$ cat src/rtl/assert_macros.svh
// ----------------------------------------------------------------------------
// assertion macros
// concurrent assertion wrappers, empty when SYNTHESIS is defined
// ----------------------------------------------------------------------------
`ifndef ASSERT_MACROS_SVH
`define ASSERT_MACROS_SVH
`ifndef SYNTHESIS
// property checked on every rising edge outside reset
`define TGM_ASSERT(label, clk, rstn, prop, msg) \
  label: assert property (@(posedge clk) disable iff (!(rstn)) (prop)) else $error(msg);
// property checked on every rising edge, reset included
`define TGM_ASSERT_ALWAYS(label, clk, prop, msg) \
  label: assert property (@(posedge clk) (prop)) else $error(msg);
`else
`define TGM_ASSERT(label, clk, rstn, prop, msg)
`define TGM_ASSERT_ALWAYS(label, clk, prop, msg)
`endif
`endif

$ cat src/rtl/tgm_pkg.sv
// ----------------------------------------------------------------------------
// tgm_pkg
// shared types and constants of the touch gesture to mouse translator
// ----------------------------------------------------------------------------
package tgm_pkg;

  // field widths
  localparam int CoordBitsDef  = 12;
  localparam int CountBits     = 2;
  localparam int TimeBits      = 32;
  localparam int TravelBits    = 16;
  localparam int StepBits      = 8;
  localparam int TapMsBits     = 16;
  localparam int TravelCfgBits = 12;
  localparam int WheelLimBits  = 7;
  localparam int CfgIdxBits    = 3;
  localparam int CfgDataBits   = 16;

  // acceleration: a + a*a/16, capped at 127
  localparam int AccelShift   = 4;
  localparam int AccelLinBits = 6;
  localparam int AccelMagBits = 7;
  localparam logic [AccelMagBits-1:0] AccelMax = 7'd127;

  // wheel step is the midpoint change divided by four
  localparam int WheelShift = 2;

  // finger counts
  localparam logic [CountBits-1:0] CntZero = 2'd0;
  localparam logic [CountBits-1:0] CntOne  = 2'd1;
  localparam logic [CountBits-1:0] CntTwo  = 2'd2;
  localparam logic [CountBits-1:0] CntSat  = 2'd3;

  // register reset values
  localparam logic [TapMsBits-1:0]     TapMaxMsRst     = 16'd280;
  localparam logic [TravelCfgBits-1:0] TapMaxTravelRst = 12'd12;
  localparam logic [TravelCfgBits-1:0] MoveStartRst    = 12'd4;
  localparam logic [TravelCfgBits-1:0] ScrollStartRst  = 12'd6;
  localparam logic [WheelLimBits-1:0]  WheelLimitRst   = 7'd8;

  typedef enum logic [1:0] {
    PH_IDLE      = 2'd0,
    PH_MOVING    = 2'd1,
    PH_SCROLLING = 2'd2
  } phase_e;

  typedef enum logic [2:0] {
    EV_NONE   = 3'd0,
    EV_LEFT   = 3'd1,
    EV_RIGHT  = 3'd2,
    EV_MOVE   = 3'd3,
    EV_SCROLL = 3'd4
  } event_e;

  typedef enum logic [CfgIdxBits-1:0] {
    CFG_TAP_MAX_MS     = 3'd0,
    CFG_TAP_MAX_TRAVEL = 3'd1,
    CFG_MOVE_START     = 3'd2,
    CFG_SCROLL_START   = 3'd3,
    CFG_WHEEL_LIMIT    = 3'd4
  } cfg_idx_e;

  typedef struct packed {
    logic [TapMsBits-1:0]     tap_max_ms;
    logic [TravelCfgBits-1:0] tap_max_travel;
    logic [TravelCfgBits-1:0] move_start;
    logic [TravelCfgBits-1:0] scroll_start;
    logic [WheelLimBits-1:0]  wheel_limit;
  } cfg_t;

  // session state that does not depend on the coordinate width
  typedef struct packed {
    phase_e                phase;
    logic [CountBits-1:0]  prev_count;
    logic [CountBits-1:0]  peak_count;
    logic [TimeBits-1:0]   session_start;
    logic [TravelBits-1:0] travel_sum;
  } ctl_state_t;

  typedef struct packed {
    event_e                     kind;
    logic signed [StepBits-1:0] move_x;
    logic signed [StepBits-1:0] move_y;
    logic signed [StepBits-1:0] wheel;
  } result_t;

endpackage

$ cat src/rtl/touch_gesture_to_mouse.sv
// ----------------------------------------------------------------------------
// touch_gesture_to_mouse
// turns touch polls into left/right clicks, accelerated moves and wheel steps
//
//   channel   handshake                  payload
//   in        in_valid_i / in_ready_o    link_up, finger_count, coords, time
//   out       out_valid_o / out_ready_i  event_kind, move_x, move_y, wheel
//   cfg       cfg_we_i (no wait)         cfg_idx_i, cfg_wdata_i
//
// one item per cycle sustained while out_ready_i stays high
// the poll register feeds the step logic, which writes the session state and
// the result register in the same cycle, so each item passes poll then result register
// a stalled result holds the result register; an empty poll register still takes
// one item, then in_ready_o drops until the result is taken
// reset clears the session state, loads register defaults, empties both stages
// ----------------------------------------------------------------------------
`include "assert_macros.svh"

module touch_gesture_to_mouse
  import tgm_pkg::*;
#(
  parameter int COORD_BITS = CoordBitsDef
) (
  input  logic                       clk_i,
  input  logic                       rst_ni,
  // configuration
  input  logic                       cfg_we_i,
  input  logic [CfgIdxBits-1:0]      cfg_idx_i,
  input  logic [CfgDataBits-1:0]     cfg_wdata_i,
  // touch polls
  input  logic                       in_valid_i,
  output logic                       in_ready_o,
  input  logic                       link_up_i,
  input  logic [CountBits-1:0]       finger_count_i,
  input  logic [COORD_BITS-1:0]      first_x_i,
  input  logic [COORD_BITS-1:0]      first_y_i,
  input  logic [COORD_BITS-1:0]      second_y_i,
  input  logic [TimeBits-1:0]        time_ms_i,
  // mouse events
  output logic                       out_valid_o,
  input  logic                       out_ready_i,
  output logic [2:0]                 event_kind_o,
  output logic signed [StepBits-1:0] move_x_o,
  output logic signed [StepBits-1:0] move_y_o,
  output logic signed [StepBits-1:0] wheel_step_o
);

  cfg_t cfg;

  // poll register
  logic                  in_vld_q, in_vld_d;
  logic                  link_q;
  logic [CountBits-1:0]  count_q;
  logic [COORD_BITS-1:0] x_q, y_q, y2_q;
  logic [TimeBits-1:0]   time_q;

  // session state
  ctl_state_t            ctl_q, ctl_d;
  logic [COORD_BITS-1:0] ref_x_q, ref_x_d, ref_y_q, ref_y_d, mid_y_q, mid_y_d;

  // result register
  logic                  out_vld_q, out_vld_d;
  result_t               res_q, res_d;

  logic                  in_fire, adv;

  tgm_cfg u_cfg (
    .clk_i       (clk_i),
    .rst_ni      (rst_ni),
    .cfg_we_i    (cfg_we_i),
    .cfg_idx_i   (cfg_idx_i),
    .cfg_wdata_i (cfg_wdata_i),
    .cfg_o       (cfg)
  );

  tgm_step #(
    .COORD_BITS (COORD_BITS)
  ) u_step (
    .link_i  (link_q),
    .count_i (count_q),
    .x_i     (x_q),
    .y_i     (y_q),
    .y2_i    (y2_q),
    .time_i  (time_q),
    .cfg_i   (cfg),
    .st_i    (ctl_q),
    .ref_x_i (ref_x_q),
    .ref_y_i (ref_y_q),
    .mid_y_i (mid_y_q),
    .st_o    (ctl_d),
    .ref_x_o (ref_x_d),
    .ref_y_o (ref_y_d),
    .mid_y_o (mid_y_d),
    .res_o   (res_d)
  );

  // stage control: the poll moves on when the result register is free
  assign adv        = in_vld_q && (!out_vld_q || out_ready_i);
  assign in_ready_o = !in_vld_q || adv;
  assign in_fire    = in_valid_i && in_ready_o;

  always_comb begin
    in_vld_d = in_vld_q;
    if (in_fire) begin
      in_vld_d = 1'b1;
    end else if (adv) begin
      in_vld_d = 1'b0;
    end
  end

  always_comb begin
    out_vld_d = out_vld_q;
    if (adv) begin
      out_vld_d = 1'b1;
    end else if (out_ready_i) begin
      out_vld_d = 1'b0;
    end
  end

  // control and session registers
  always_ff @(posedge clk_i or negedge rst_ni) begin
    if (!rst_ni) begin
      in_vld_q  <= 1'b0;
      out_vld_q <= 1'b0;
      ctl_q     <= '0;
      ref_x_q   <= '0;
      ref_y_q   <= '0;
      mid_y_q   <= '0;
    end else begin
      in_vld_q  <= in_vld_d;
      out_vld_q <= out_vld_d;
      if (adv) begin
        ctl_q   <= ctl_d;
        ref_x_q <= ref_x_d;
        ref_y_q <= ref_y_d;
        mid_y_q <= mid_y_d;
      end
    end
  end

  // payload registers
  always_ff @(posedge clk_i) begin
    if (in_fire) begin
      link_q  <= link_up_i;
      count_q <= finger_count_i;
      x_q     <= first_x_i;
      y_q     <= first_y_i;
      y2_q    <= second_y_i;
      time_q  <= time_ms_i;
    end
    if (adv) begin
      res_q <= res_d;
    end
  end

  assign out_valid_o  = out_vld_q;
  assign event_kind_o = res_q.kind;
  assign move_x_o     = res_q.move_x;
  assign move_y_o     = res_q.move_y;
  assign wheel_step_o = res_q.wheel;

  // checks
  `TGM_ASSERT(a_phase_needs_fingers, clk_i, rst_ni, (ctl_q.phase != PH_IDLE) |-> (ctl_q.prev_count != CntZero), "active phase with no fingers down")
  `TGM_ASSERT(a_peak_tracks_prev, clk_i, rst_ni, (ctl_q.prev_count != CntZero) |-> (ctl_q.peak_count != CntZero), "fingers down but peak count is zero")
  `TGM_ASSERT(a_state_holds, clk_i, rst_ni, !adv |=> ($stable(ctl_q) && $stable(mid_y_q)), "session state changed without an item")
  `TGM_ASSERT(a_move_nonzero, clk_i, rst_ni, (out_vld_q && res_q.kind == EV_MOVE) |-> (res_q.move_x != '0 || res_q.move_y != '0), "move event with no motion")
  `TGM_ASSERT(a_scroll_nonzero, clk_i, rst_ni, (out_vld_q && res_q.kind == EV_SCROLL) |-> (res_q.wheel != '0 && res_q.move_x == '0), "bad scroll event")
  `TGM_ASSERT_ALWAYS(a_reset_empty, clk_i, !rst_ni |=> !out_vld_q, "result valid right after reset")

endmodule

$ cat src/rtl/tgm_cfg.sv
// ----------------------------------------------------------------------------
// tgm_cfg
// configuration registers, written through a plain indexed write port
// ----------------------------------------------------------------------------
module tgm_cfg
  import tgm_pkg::*;
(
  input  logic                   clk_i,
  input  logic                   rst_ni,
  input  logic                   cfg_we_i,
  input  logic [CfgIdxBits-1:0]  cfg_idx_i,
  input  logic [CfgDataBits-1:0] cfg_wdata_i,
  output cfg_t                   cfg_o
);

  cfg_t cfg_q, cfg_d;

  // decode the register index
  always_comb begin
    cfg_d = cfg_q;
    if (cfg_we_i) begin
      case (cfg_idx_e'(cfg_idx_i))
        CFG_TAP_MAX_MS:     cfg_d.tap_max_ms     = cfg_wdata_i[TapMsBits-1:0];
        CFG_TAP_MAX_TRAVEL: cfg_d.tap_max_travel = cfg_wdata_i[TravelCfgBits-1:0];
        CFG_MOVE_START:     cfg_d.move_start     = cfg_wdata_i[TravelCfgBits-1:0];
        CFG_SCROLL_START:   cfg_d.scroll_start   = cfg_wdata_i[TravelCfgBits-1:0];
        CFG_WHEEL_LIMIT:    cfg_d.wheel_limit    = cfg_wdata_i[WheelLimBits-1:0];
        default:            cfg_d = cfg_q;
      endcase
    end
  end

  always_ff @(posedge clk_i or negedge rst_ni) begin
    if (!rst_ni) begin
      cfg_q.tap_max_ms     <= TapMaxMsRst;
      cfg_q.tap_max_travel <= TapMaxTravelRst;
      cfg_q.move_start     <= MoveStartRst;
      cfg_q.scroll_start   <= ScrollStartRst;
      cfg_q.wheel_limit    <= WheelLimitRst;
    end else begin
      cfg_q <= cfg_d;
    end
  end

  assign cfg_o = cfg_q;

endmodule

$ cat src/rtl/tgm_step.sv
// ----------------------------------------------------------------------------
// tgm_step
// one poll of gesture decoding: next session state and the mouse event
// ----------------------------------------------------------------------------
module tgm_step
  import tgm_pkg::*;
#(
  parameter int COORD_BITS = CoordBitsDef
) (
  input  logic                  link_i,
  input  logic [CountBits-1:0]  count_i,
  input  logic [COORD_BITS-1:0] x_i,
  input  logic [COORD_BITS-1:0] y_i,
  input  logic [COORD_BITS-1:0] y2_i,
  input  logic [TimeBits-1:0]   time_i,
  input  cfg_t                  cfg_i,
  input  ctl_state_t            st_i,
  input  logic [COORD_BITS-1:0] ref_x_i,
  input  logic [COORD_BITS-1:0] ref_y_i,
  input  logic [COORD_BITS-1:0] mid_y_i,
  output ctl_state_t            st_o,
  output logic [COORD_BITS-1:0] ref_x_o,
  output logic [COORD_BITS-1:0] ref_y_o,
  output logic [COORD_BITS-1:0] mid_y_o,
  output result_t               res_o
);

  localparam int SumBits  = TravelBits + 2;
  localparam int WmagBits = COORD_BITS - WheelShift;
  localparam int CmpBits  = COORD_BITS + WheelLimBits;

  // signed magnitude a becomes a + a*a/16, capped, sign kept
  function automatic logic [StepBits-1:0] speed_up(input logic signed [COORD_BITS:0] d);
    logic signed [COORD_BITS:0] nd;
    logic [COORD_BITS-1:0]      a;
    logic [AccelLinBits-1:0]    lo;
    logic [2*AccelLinBits-1:0]  sq;
    logic [AccelLinBits+2:0]    o;
    logic                       big;
    logic [AccelMagBits-1:0]    mag;
    nd  = -d;
    a   = d[COORD_BITS] ? nd[COORD_BITS-1:0] : d[COORD_BITS-1:0];
    lo  = a[AccelLinBits-1:0];
    big = (a[COORD_BITS-1:AccelLinBits] != '0);
    sq  = lo * lo;
    o   = (AccelLinBits+3)'(lo) + (AccelLinBits+3)'(sq[2*AccelLinBits-1:AccelShift]);
    mag = (big || o > (AccelLinBits+3)'(AccelMax)) ? AccelMax : o[AccelMagBits-1:0];
    return d[COORD_BITS] ? (StepBits'(0) - StepBits'(mag)) : StepBits'(mag);
  endfunction

  logic [CountBits-1:0]        n;
  logic                        fresh;
  logic [COORD_BITS:0]         ysum;
  logic [COORD_BITS-1:0]       mid_now;
  logic [TimeBits-1:0]         dur;
  logic signed [COORD_BITS:0]  dx, dy, ndx, ndy, wdy, nwdy;
  logic [COORD_BITS-1:0]       adx, ady, awdy;
  logic [SumBits-1:0]          tsum;
  logic [TravelBits-1:0]       travel_n;
  logic [WmagBits-1:0]         wmag;
  logic [CmpBits-1:0]          wmag_ext, lim_ext;
  logic [WheelLimBits-1:0]     wclamp;

  // vertical midpoint (y only) of the two fingers
  assign ysum    = {1'b0, x_i} - {1'b0, x_i} + {1'b0, y_i} + {1'b0, y2_i};
  assign mid_now = ysum[COORD_BITS:1];

  // session update and event selection, in poll order
  always_comb begin
    st_o     = st_i;
    ref_x_o  = ref_x_i;
    ref_y_o  = ref_y_i;
    mid_y_o  = mid_y_i;
    res_o    = '0;
    n        = (count_i == CntSat) ? CntTwo : count_i;
    fresh    = (st_i.prev_count == CntZero);
    dur      = time_i - st_i.session_start;
    dx       = '0;
    dy       = '0;
    ndx      = '0;
    ndy      = '0;
    adx      = '0;
    ady      = '0;
    wdy      = '0;
    nwdy     = '0;
    awdy     = '0;
    tsum     = '0;
    travel_n = '0;
    wmag     = '0;
    wmag_ext = '0;
    lim_ext  = '0;
    wclamp   = '0;

    if (!link_i) begin
      // link loss ends the session silently
      st_o.phase      = PH_IDLE;
      st_o.peak_count = CntZero;
      st_o.travel_sum = '0;
      st_o.prev_count = CntZero;
    end else begin
      // fingers landing
      if (n > st_i.prev_count) begin
        if (fresh) begin
          st_o.session_start = time_i;
          st_o.travel_sum    = '0;
          st_o.peak_count    = n;
          ref_x_o            = x_i;
          ref_y_o            = y_i;
          st_o.phase         = PH_IDLE;
        end
        if (n == CntTwo && (st_o.peak_count < CntTwo || fresh)) begin
          st_o.peak_count = CntTwo;
          mid_y_o         = mid_now;
          st_o.phase      = PH_IDLE;
        end
      end else if (n == CntZero && st_i.prev_count != CntZero) begin
        // all fingers lifted: short still session is a click
        if (dur < TimeBits'(cfg_i.tap_max_ms) &&
            st_i.travel_sum < TravelBits'(cfg_i.tap_max_travel)) begin
          case (st_i.peak_count)
            CntOne:  res_o.kind = EV_LEFT;
            CntTwo:  res_o.kind = EV_RIGHT;
            default: res_o.kind = EV_NONE;
          endcase
        end
        st_o.phase      = PH_IDLE;
        st_o.peak_count = CntZero;
        st_o.travel_sum = '0;
      end

      if (n == CntOne && st_o.peak_count == CntOne) begin
        // one-finger pointer motion
        dx   = $signed({1'b0, x_i}) - $signed({1'b0, ref_x_o});
        dy   = $signed({1'b0, y_i}) - $signed({1'b0, ref_y_o});
        ndx  = -dx;
        ndy  = -dy;
        adx  = dx[COORD_BITS] ? ndx[COORD_BITS-1:0] : dx[COORD_BITS-1:0];
        ady  = dy[COORD_BITS] ? ndy[COORD_BITS-1:0] : dy[COORD_BITS-1:0];
        ref_x_o = x_i;
        ref_y_o = y_i;
        tsum = SumBits'(st_o.travel_sum) + SumBits'(adx) + SumBits'(ady);
        travel_n = (tsum[SumBits-1:TravelBits] != '0) ? '1 : tsum[TravelBits-1:0];
        st_o.travel_sum = travel_n;
        if (travel_n >= TravelBits'(cfg_i.move_start) || st_o.phase == PH_MOVING) begin
          st_o.phase = PH_MOVING;
          if (dx != '0 || dy != '0) begin
            res_o.kind   = EV_MOVE;
            res_o.move_x = speed_up(dx);
            res_o.move_y = speed_up(dy);
          end
        end
      end else if (n == CntTwo) begin
        // two-finger wheel motion
        wdy  = $signed({1'b0, mid_now}) - $signed({1'b0, mid_y_o});
        nwdy = -wdy;
        awdy = wdy[COORD_BITS] ? nwdy[COORD_BITS-1:0] : wdy[COORD_BITS-1:0];
        mid_y_o = mid_now;
        tsum = SumBits'(st_o.travel_sum) + SumBits'(awdy);
        travel_n = (tsum[SumBits-1:TravelBits] != '0) ? '1 : tsum[TravelBits-1:0];
        st_o.travel_sum = travel_n;
        if (travel_n >= TravelBits'(cfg_i.scroll_start) ||
            st_o.phase == PH_SCROLLING) begin
          st_o.phase = PH_SCROLLING;
          wmag     = awdy[COORD_BITS-1:WheelShift];
          wmag_ext = CmpBits'(wmag);
          lim_ext  = CmpBits'(cfg_i.wheel_limit);
          wclamp   = (wmag_ext > lim_ext) ? cfg_i.wheel_limit
                                          : wmag_ext[WheelLimBits-1:0];
          if (wclamp != '0) begin
            res_o.kind  = EV_SCROLL;
            // upward finger motion (negative change) scrolls up
            res_o.wheel = wdy[COORD_BITS] ? StepBits'(wclamp)
                                          : (StepBits'(0) - StepBits'(wclamp));
          end
        end
      end

      st_o.prev_count = n;
    end
  end

endmodule
$ cat config.mk
export PLATFORM = sky130hd
export DESIGN_NAME = touch_gesture_to_mouse
export DESIGN_NICKNAME = d
export VERILOG_FILES = /design/src/rtl/tgm_pkg.sv /design/src/rtl/touch_gesture_to_mouse.sv /design/src/rtl/tgm_cfg.sv /design/src/rtl/tgm_step.sv
export VERILOG_INCLUDE_DIRS = /design/src /design/src/rtl
export SDC_FILE = /design/constraint.sdc
export NUM_CORES = 1
export LEC_CHECK = 0
export BUFFER_PORTS_ARGS = -buffer_cell sky130_fd_sc_hd__buf_2
export CORE_AREA = 2 2 292 294
export CTS_BUF_LIST = sky130_fd_sc_hd__clkbuf_8
export DETAILED_ROUTE_END_ITERATION = 10
export DIE_AREA = 0 0 294 296
export PLACE_DENSITY = 0.37
export SYNTH_ARGS = -nofsm -noshare
export SYNTH_HDL_FRONTEND = slang
export SYNTH_SLANG_ARGS = --single-unit
$ cat constraint.sdc
create_clock -name clk_i -period 13.4 [get_ports clk_i]
set_input_delay 2.01 -clock clk_i [delete_from_list [all_inputs] [get_ports clk_i]]
set_output_delay 2.01 -clock clk_i [all_outputs]
set_load 0.02 [all_outputs]
==> results.tsv, run 1 <==
metric	value	unit
post-DP HPWL	50100	um
mean post-synth cell area	9.03	um^2
core area	84200	um^2
post-synthesis cell area	20800	um^2
CP arrival	12.37	ns
clk_lat worst skew	0.69	ns
post-synthesis cell type count	98	
Placed Instance Area	22700	um^2
critical path's slowest cell	or3_1	
Final Max Slew Viols	0	
clk sink count	249	
clock tree buffer depth	3	
initial antenna violation count	2	
Fin. Hold Viols	0	
status	finished clean	
FP Rows	107	
cells after synthesis	2305	
Setup CP Type	reg -> reg	
clock skew	0.0635	ns
slew at the pin closest to its max-slew limit	1.07	ns
Pre-antenna DRT Iters	5	
area grow syn2layout	14.1	%
Max Cap Violations	0	
full die area	87000	um^2
TritonCTS clock tree	done	
DRC errors left	0	
Final TNS setup	0	ns
f_max	83.3	MHz
Initial Util	24.7	%
TritonCTS Buffers	53	
total grt overflow	0	
chip height	296	um
Synthesis Warnings	0	
routed via count	16900	
share of layout cells above drive strength 1	13.5	%
Final Cycle Share	89.6	%
Crit path largest cell delay	0.88	ns
antenna viol nets, final	0	
syn nets	2650	
RSZ-0062 raised after global routing	no	
Port-buffer cells	123	
Post-CTS Hold Fix Bufs	0	
Req. time, crit path	13.77	ns
crit path capture type	register	
clock transition at the registers of the reported paths	0.06	ns
global-route usage over all layers	14.8	%
# H-tree levels	2	
Tmin final	12.01	ns
most used cell, CP	ha_1	
Final Cell Area	23800	um^2
Seq cells post-synth	249	
crit-path max FO	19	
Synth area leaders	dfrtp_1 (17%), edfxtp_1 (14%), ha_1 (13%)	
gpl congestion	0.849	
Synth async-reset ratio	60.6	%
share of the synthesized area in the top cell type	17.1	%
EDFF count, synth	98	
prevailing post-synth register cell	dfrtp_1	
DR vias/cell	4.73	
startpoint types	register	
I/O pin count	124	
Root Driver	clkbuf_8	
worst min path class	reg -> reg	
number of endpoints failing setup at the final stage	0	
Die X	294	um
CTS resizes	0	
final wirelength	63800	um
first-pass GRT wire length	101000	um
most frequent cell after synthesis	inv_1	
starting DRC count in detailed routing	810	
Post-CTS Setup Bufs	0	
area leader, netlist	dfrtp_1	
Rel. slew slack	28.7	%
sequential share of the synthesized area	32.3	%
vias in the first global route	17400	
routed len/inst	17.9	um
top post-synthesis cells by count	inv_1 (259), ha_1 (215), nand2_1 (215), o21ai_0 (180), nor2_1 (154)	
largest net degree at the start of global routing	64	
fin nets	2785	
[stage by stage]
step	util, %	worst slack (ns)	instances	hold slack (ns)
after floorplan	-	2.59	2305	0.450
after global placement	27.0	1.64	3475	0.467
after detailed placement	27.0	1.34	3475	0.476
after CTS	28.2	1.35	3573	0.442
after global routing	28.2	0.379	3574	0.488
final	28.2	1.39	3574	0.438
[cell type report]
type,instances,area [um^2]
Timing Repair Buffer,145,787
Clock buffer,57,785
Clock inverter,41,230
Sequential cell,249,6730
Multi-Input combinational cell,1730,12900
Inverter,261,980
Tap cell,1090,1360
Fill cell,8984,60500
Antenna cell,1,2.50
[per-layer routing]
metal / routed length [um] / GRT usage (%)
met4: 1520 / 3.83
met2: 30100 / 25.3
met3: 2110 / 2.14
met1: 30100 / 19.5
met5: 0 / 0
[cell usage in the layout, fill, tap and decap left out, types with 32 or more instances in the layout]
cell type  Yosys  layout
a21o_1        66      66
a21oi_1      123     122
buf_2          3     122
clkbuf_8       0      57
dfrtp_1      142     142
edfxtp_1      98      98
fa_1          35      35
ha_1         215     215
inv_1        259     275
mux2_2        56      56
mux2i_1       47      47
nand2_1      215     215
nand2b_1      32      32
nor2_1       154     153
nor3_1        50      50
o21ai_0      180     180
xnor2_1       82      82
xor2_1        48      48
[worst paths after layout]
kind / startpoint / endpoint / slack, ns / depth (start not counted)
min: time_q[5] / ctl_q[21] / 0.44 / 2
max reg2reg: count_q[1] / event_kind_o[0] / 1.39 / 46
min reg2reg: time_q[5] / ctl_q[21] / 0.44 / 2
max: count_q[1] / event_kind_o[0] / 1.39 / 46
max in group asynchronous: rst_ni / u_cfg.cfg_o[20] / 10.82 / 2
min in group asynchronous: rst_ni / ctl_q[21] / 1.28 / 1
[critical path, delay by kind of cell (launching register included)]
kind            cells  cell delay, ns
compound gates     21            5.37
xor+xnor            2            0.53
fa+ha+maj           5            1.68
buf+inv             3            0.40
flops               1            0.39
mux                 2            0.49
simple gates       13            2.82
[cells by family (layout without fill, tap and decap cells)]
family,Yosys count,count (layout),share of synthesized area [%]
muxes,103,103,5.29
adders and majority gates,250,250,16.3
and+or+nand+nor,640,640,14.9
other,0,1,0
DFF,249,249,32.3
AOI/OAI and AO/OA,602,602,19.2
xor gates and xnor gates,135,135,6.03
buffers and inverters,326,504,5.97
[state kept, by name, indices dropped and copies added (netlist names), 12 cells and up]
| name | flops |
|---|---|
| ref_y_q | 12 |
| u_cfg.cfg_o | 59 |
| x_q | 12 |
| y_q | 12 |
| y2_q | 12 |
| time_q | 32 |
| ctl_q | 54 |
| ref_x_q | 12 |
| mid_y_q | 12 |
Power of run 1 is left out: the tool's default activity adds up to more than one toggle a clock period on the data nets, which glitch-free logic cannot reach.
==> run 2: changes to the inputs <==
--- a/config.mk
+++ b/config.mk
@@ -7,11 +7,12 @@
 export NUM_CORES = 1
 export LEC_CHECK = 0
 export BUFFER_PORTS_ARGS = -buffer_cell sky130_fd_sc_hd__buf_2
-export CORE_AREA = 2 2 292 294
+export CORE_AREA = 2 2 304 306
 export CTS_BUF_LIST = sky130_fd_sc_hd__clkbuf_8
 export DETAILED_ROUTE_END_ITERATION = 10
-export DIE_AREA = 0 0 294 296
+export DIE_AREA = 0 0 306 308
 export PLACE_DENSITY = 0.37
 export SYNTH_ARGS = -nofsm -noshare
 export SYNTH_HDL_FRONTEND = slang
+export SYNTH_HIERARCHICAL = 1
 export SYNTH_SLANG_ARGS = --single-unit
==> results.tsv, run 2 <==
metric	value	unit
status	finished clean	
Final Max Slew Viols	0	
Post-CTS Hold Fix Bufs	0	
flop-to-flop setup slack	2.18	ns
most used cell, CP	nor2_1	
CP arrival	11.60	ns
Root Driver	clkbuf_8	
chip height	308	um
Synth area leaders	dfrtp_1 (16%), edfxtp_1 (13%), ha_1 (11%)	
Setup CP Type	reg -> reg	
Seq cells post-synth	249	
most frequent cells in the layout	inv_1 (275), ha_1 (205), nor2_1 (173)	
area leader, netlist	dfrtp_1	
final wirelength	67000	um
cells after synthesis	2358	
Req. time, crit path	13.79	ns
area grow syn2layout	12.9	%
Fin. Hold Viols	0	
post-synthesis cell type count	94	
total grt overflow	0	
fin nets	2818	
final worst slack	2.18	ns
DRC errors left	0	
routed len/inst	18.1	um
Crit path largest cell delay	0.72	ns
antenna viol nets, final	0	
routed via count	17500	
slew at the pin closest to its max-slew limit	1.27	ns
Port-buffer cells	123	
# H-tree levels	2	
first-pass GRT wire length	105000	um
RSZ-0062 raised after global routing	no	
number of endpoints failing setup at the final stage	0	
Die X	306	um
share of layout cells above drive strength 1	18.9	%
critical path's slowest cell	o21a_1	
clock transition at the registers of the reported paths	0.06	ns
sequential share of the synthesized area	29.8	%
placed cells	3605	
post-synthesis cell area	22600	um^2
clock tree buffer depth	3	
TritonCTS clock tree	done	
startpoint types	register	
crit path capture type	register	
Max Cap Violations	0	
FP Rows	111	
Post-CTS Setup Bufs	0	
syn nets	2704	
Synthesis Warnings	6	
global-route usage over all layers	14.1	%
Pre-antenna DRT Iters	5	
core area	91000	um^2
worst min path class	reg -> reg	
Final TNS setup	0	ns
Place WS	2.19	ns
I/O pin count	124	
top post-synthesis cells by count	inv_1 (263), ha_1 (205), nor2_1 (173), a21oi_1 (148), dfrtp_1 (142)	
clk_lat worst skew	0.67	ns
EDFF count, synth	98	
gpl congestion	0.840	
Largest register FFs	59	
starting DRC count in detailed routing	960	
share of the synthesized area in the top cell type	15.7	%
most frequent cell after synthesis	inv_1	
clk sink count	249	
mean post-synth cell area	9.59	um^2
CTS resizes	0	
Initial Util	24.9	%
clock skew	0.0268	ns
prevailing post-synth register cell	dfrtp_1	
DR vias/cell	4.74	
vias in the first global route	17800	
Layout fillers	9668	
Rel. slew slack	14.7	%
Tmin final	11.22	ns
full die area	94200	um^2
Final Non-Filler Cells	3702	
Final Cycle Share	83.7	%
TritonCTS Buffers	51	
f_max	89.2	MHz
largest net degree at the start of global routing	93	
most common cell after layout, fill and taps aside	inv_1	
Synth async-reset ratio	60.6	%
post-DP HPWL	52300	um
final design utilization	28.1	%
initial antenna violation count	2	
crit-path max FO	39	
-- run 2: worst paths after layout --
check                                startpoint         endpoint  depth (start not counted)
worst min-delay path            u_cfg/cfg_o[44]  u_cfg/cfg_o[44]                          1
max in group asynchronous                rst_ni       ref_x_q[7]                          2
min in group asynchronous                rst_ni        ctl_q[36]                          1
worst min register to register  u_cfg/cfg_o[44]  u_cfg/cfg_o[44]                          1
worst max-delay path                 count_q[1]      move_y_o[6]                         42
worst max register to register       count_q[1]      move_y_o[6]                         42
-- run 2: final cells by class --
| cell class | instances | area [um^2] | area share (%) |
|---|---|---|---|
| inverters | 265 | 995 | 3.90 |
| flip-flops and latches | 249 | 6730 | 26.4 |
| multi-input cells | 1765 | 14400 | 56.6 |
| clock buffers | 57 | 785 | 3.07 |
| repair buffers | 140 | 749 | 2.93 |
| well taps | 1186 | 1480 | 5.81 |
| clock inverters | 39 | 343 | 1.34 |
| diodes | 1 | 2.50 | 0.00980 |
-- run 2: layer usage --
layer | routed length (um) | part of all wire (%) | global-route usage, % | up-vias
li1 | - | - | - | 8727
met1 | 33100 | 50 | 19.8 | 8407
met2 | 29500 | 44 | 22.3 | 311
met3 | 2350 | 3.5 | 2.03 | 102
met4 | 1970 | 2.9 | 4.64 | 0
met5 | 0 | 0 | 0 | -
-- run 2: per-stage QoR --
stage | instance area, um^2 | hold WS, ns
CTS | 25500 | 0.510
global placement | 24400 | 0.489
detailed placement | 24400 | 0.496
finish | 25500 | 0.504
floorplan | 22600 | 0.475
global route | 25500 | 0.519
-- run 2: cell families (layout without fill, tap and decap cells) --
kind of cell	Yosys count	in the layout	share of synthesized area, %
adder cells (fa/ha/maj)	251	251	15.4
AO/OA/AOI/OAI	559	559	16.7
XOR/XNOR	120	120	4.71
buffers and inverters	344	501	6.51
multiplexers	250	250	13.7
other	0	1	0
flip-flops	249	249	29.8
AND/OR/NAND/NOR	585	585	13.3
-- run 2: worst max-delay path, delay by kind of cell (launching register included) --
kind,cells,cell delay [ns]
and+or+nand+nor,14,2.56
DFF,1,0.32
buffers and inverters,5,0.94
AOI/OAI and AO/OA,9,2.38
xor gates and xnor gates,2,0.78
adders and majority gates,8,3.07
muxes,4,0.84
Power of run 2 is left out for the same reason.
==> run 3: changes to the inputs <==
--- a/config.mk
+++ b/config.mk
@@ -6,12 +6,13 @@
 export SDC_FILE = /design/constraint.sdc
 export NUM_CORES = 1
 export LEC_CHECK = 0
+export ABC_AREA = 1
 export BUFFER_PORTS_ARGS = -buffer_cell sky130_fd_sc_hd__buf_2
-export CORE_AREA = 2 2 304 306
+export CORE_AREA = 2 2 303 305
 export CTS_BUF_LIST = sky130_fd_sc_hd__clkbuf_8
 export DETAILED_ROUTE_END_ITERATION = 10
-export DIE_AREA = 0 0 306 308
-export PLACE_DENSITY = 0.37
+export DIE_AREA = 0 0 305 307
+export PLACE_DENSITY = 0.39
 export SYNTH_ARGS = -nofsm -noshare
 export SYNTH_HDL_FRONTEND = slang
 export SYNTH_HIERARCHICAL = 1
==> constraint.sdc (replaced) <==
create_clock -name clk_i -period 9.35 [get_ports clk_i]
set_input_delay 1.4025 -clock clk_i [delete_from_list [all_inputs] [get_ports clk_i]]
set_output_delay 1.4025 -clock clk_i [all_outputs]
set_load 0.02 [all_outputs]
==> results.tsv, run 3 <==
metric	value	unit
status	finished clean	
slew at the pin closest to its max-slew limit	1.02	ns
Final Cycle Share	92.0	%
clock transition at the registers of the reported paths	0.06	ns
Initial Util	24.8	%
vias in the first global route	19900	
Fin. Hold Viols	0	
routed via count	19900	
TritonCTS Buffers	52	
final design utilization	28.5	%
clock skew	0.0361	ns
startpoint types	register	
most frequent cell after synthesis	nand2_1	
Seq cells post-synth	249	
most frequent cells in the layout	nand2_1 (752), inv_1 (485), nand3_1 (253)	
syn nets	3423	
worst r2r src	x_q[0]	
Critical Path Source	x_q[0]	
final worst slack	0.744	ns
top post-synthesis cells by count	nand2_1 (759), inv_1 (469), nand3_1 (253), nor2_1 (230), a21oi_1 (212)	
first-pass GRT wire length	112000	um
Rel. slew slack	32.1	%
Final Max Slew Viols	0	
full die area	93600	um^2
Hold Startpoint	u_cfg/cfg_o[34]	
starting DRC count in detailed routing	1050	
I/O pin count	124	
FP Rows	111	
Port-buffer cells	123	
area grow syn2layout	15.1	%
Post-CTS Hold Fix Bufs	0	
TritonCTS clock tree	done	
antenna viol nets, final	0	
# H-tree levels	2	
Root Driver	clkbuf_8	
Synth area leaders	dfrtp_1 (16%), edfxtp_1 (13%), nand2_1 (13%)	
prevailing post-synth register cell	dfrtp_1	
Tmin final	8.61	ns
Die X	305	um
EDFF count, synth	98	
Synthesis Warnings	6	
Pre-antenna DRT Iters	5	
crit-path max FO	9	
clock tree buffer depth	3	
post-synthesis cell area	22500	um^2
Largest register FFs	59	
Max Cap Violations	0	
worst min path class	reg -> reg	
cells after synthesis	3077	
routed len/inst	15.9	um
clk sink count	249	
Final TNS setup	0	ns
core area	90700	um^2
Worst Path Buf+Inv	5	
largest net degree at the start of global routing	72	
critical path's slowest cell	edfxtp_1	
initial antenna violation count	2	
global-route usage over all layers	15.1	%
Crit path largest cell delay	0.51	ns
total grt overflow	0	
final wirelength	71200	um
Place WS	-0.0353	ns
most common cell after layout, fill and taps aside	nand2_1	
fin nets	3585	
gpl congestion	0.836	
clk_lat worst skew	0.68	ns
share of layout cells above drive strength 1	13.6	%
DR vias/cell	4.46	
Synth async-reset ratio	60.6	%
f_max	116	MHz
Layout fillers	10000	
post-synthesis cell type count	62	
mean post-synth cell area	7.31	um^2
share of the synthesized area in the top cell type	15.8	%
CP top delay family	simple AND/OR/NAND/NOR gates	
DRC errors left	0	
Setup CP Type	reg -> reg	
post-DP HPWL	54100	um
most used cell, CP	nand2_1	
CP arrival	9.04	ns
number of endpoints failing setup at the final stage	0	
chip height	307	um
sequential share of the synthesized area	29.9	%
area leader, netlist	dfrtp_1	
Req. time, crit path	9.78	ns
crit path capture type	register	
RSZ-0062 raised after global routing	yes	
-- run 3: changes by cell type after synthesis, sizes merged, moves of 26 or more --
cell,change
buf,+26
nand2b,-31
nand2,+685
xnor2,-45
inv,+214
a21oi,+69
mux2,-205
mux2i,-44
nor2,+87
o21ai,+83
a21o,-66
nor2b,-27
xor2,+28
nand3,+239
-- run 3: logic make-up after synthesis --
group           count (synthesis)  synth area share, %
xor+xnor                      102                 4.19
buf+inv                       573                 10.4
fa+ha+maj                     251                 15.5
flops                         249                 29.9
compound gates                471                 11.8
mux                             1               0.0501
simple gates                 1430                 28.2
-- run 3: final timing paths --
| path | endpoint | depth (start not counted) | slack, ns |
|---|---|---|---|
| min in group asynchronous | ctl_q[27] | 1 | 0.65 |
| worst max-delay path | wheel_step_o[1] | 54 | 0.74 |
| worst max register to register | wheel_step_o[1] | 54 | 0.74 |
| max in group asynchronous | in_vld_q | 2 | 7.39 |
| worst min-delay path | u_cfg/cfg_o[34] | 2 | 0.46 |
| worst min register to register | u_cfg/cfg_o[34] | 2 | 0.46 |
-- run 3: tightest hold or removal path, cell delays in order, from the launching register on --
cell and delay [ns]:
dfstp_2 0.37, nand2_1 0.05, nand2_1 0.04
-- run 3: what timing repair did --
action / CTS / global route
buffers inserted: 0 / 13
gates cloned: 0 / 1
pin swaps: 0 / 8
resized for setup: 2 / 35
setup endpoints to repair: 7 / 29
-- run 3: per-stage QoR --
step,hold WS (ns),instances,area (um^2)
floorplan,0.442,3077,22500
global placement,0.456,4357,24600
detailed placement,0.457,4357,24600
CTS,0.466,4453,25600
global route,0.481,4468,25900
finish,0.464,4468,25900
-- run 3: cell type report --
class | count | area, um^2 | share of cell area [%]
antenna | 1 | 2.50 | 0.00967
sequential | 249 | 6740 | 26.0
multi-input combinational | 2256 | 13600 | 52.6
clock inverter | 34 | 186 | 0.720
timing repair buffer | 195 | 1170 | 4.54
inverter | 485 | 1830 | 7.08
clock buffer | 62 | 853 | 3.30
tap | 1186 | 1480 | 5.73
-- run 3: metal layers --
metal / wire (um) / GRT usage, % / vias to the layer above
met1: 35300 / 21.0 / 9175
met4: 1840 / 3.98 / 0
li1: - / - / 10300
met2: 31700 / 24.6 / 303
met5: 0 / 0 / -
met3: 2350 / 1.96 / 94
Power of run 3 is left out for the same reason.
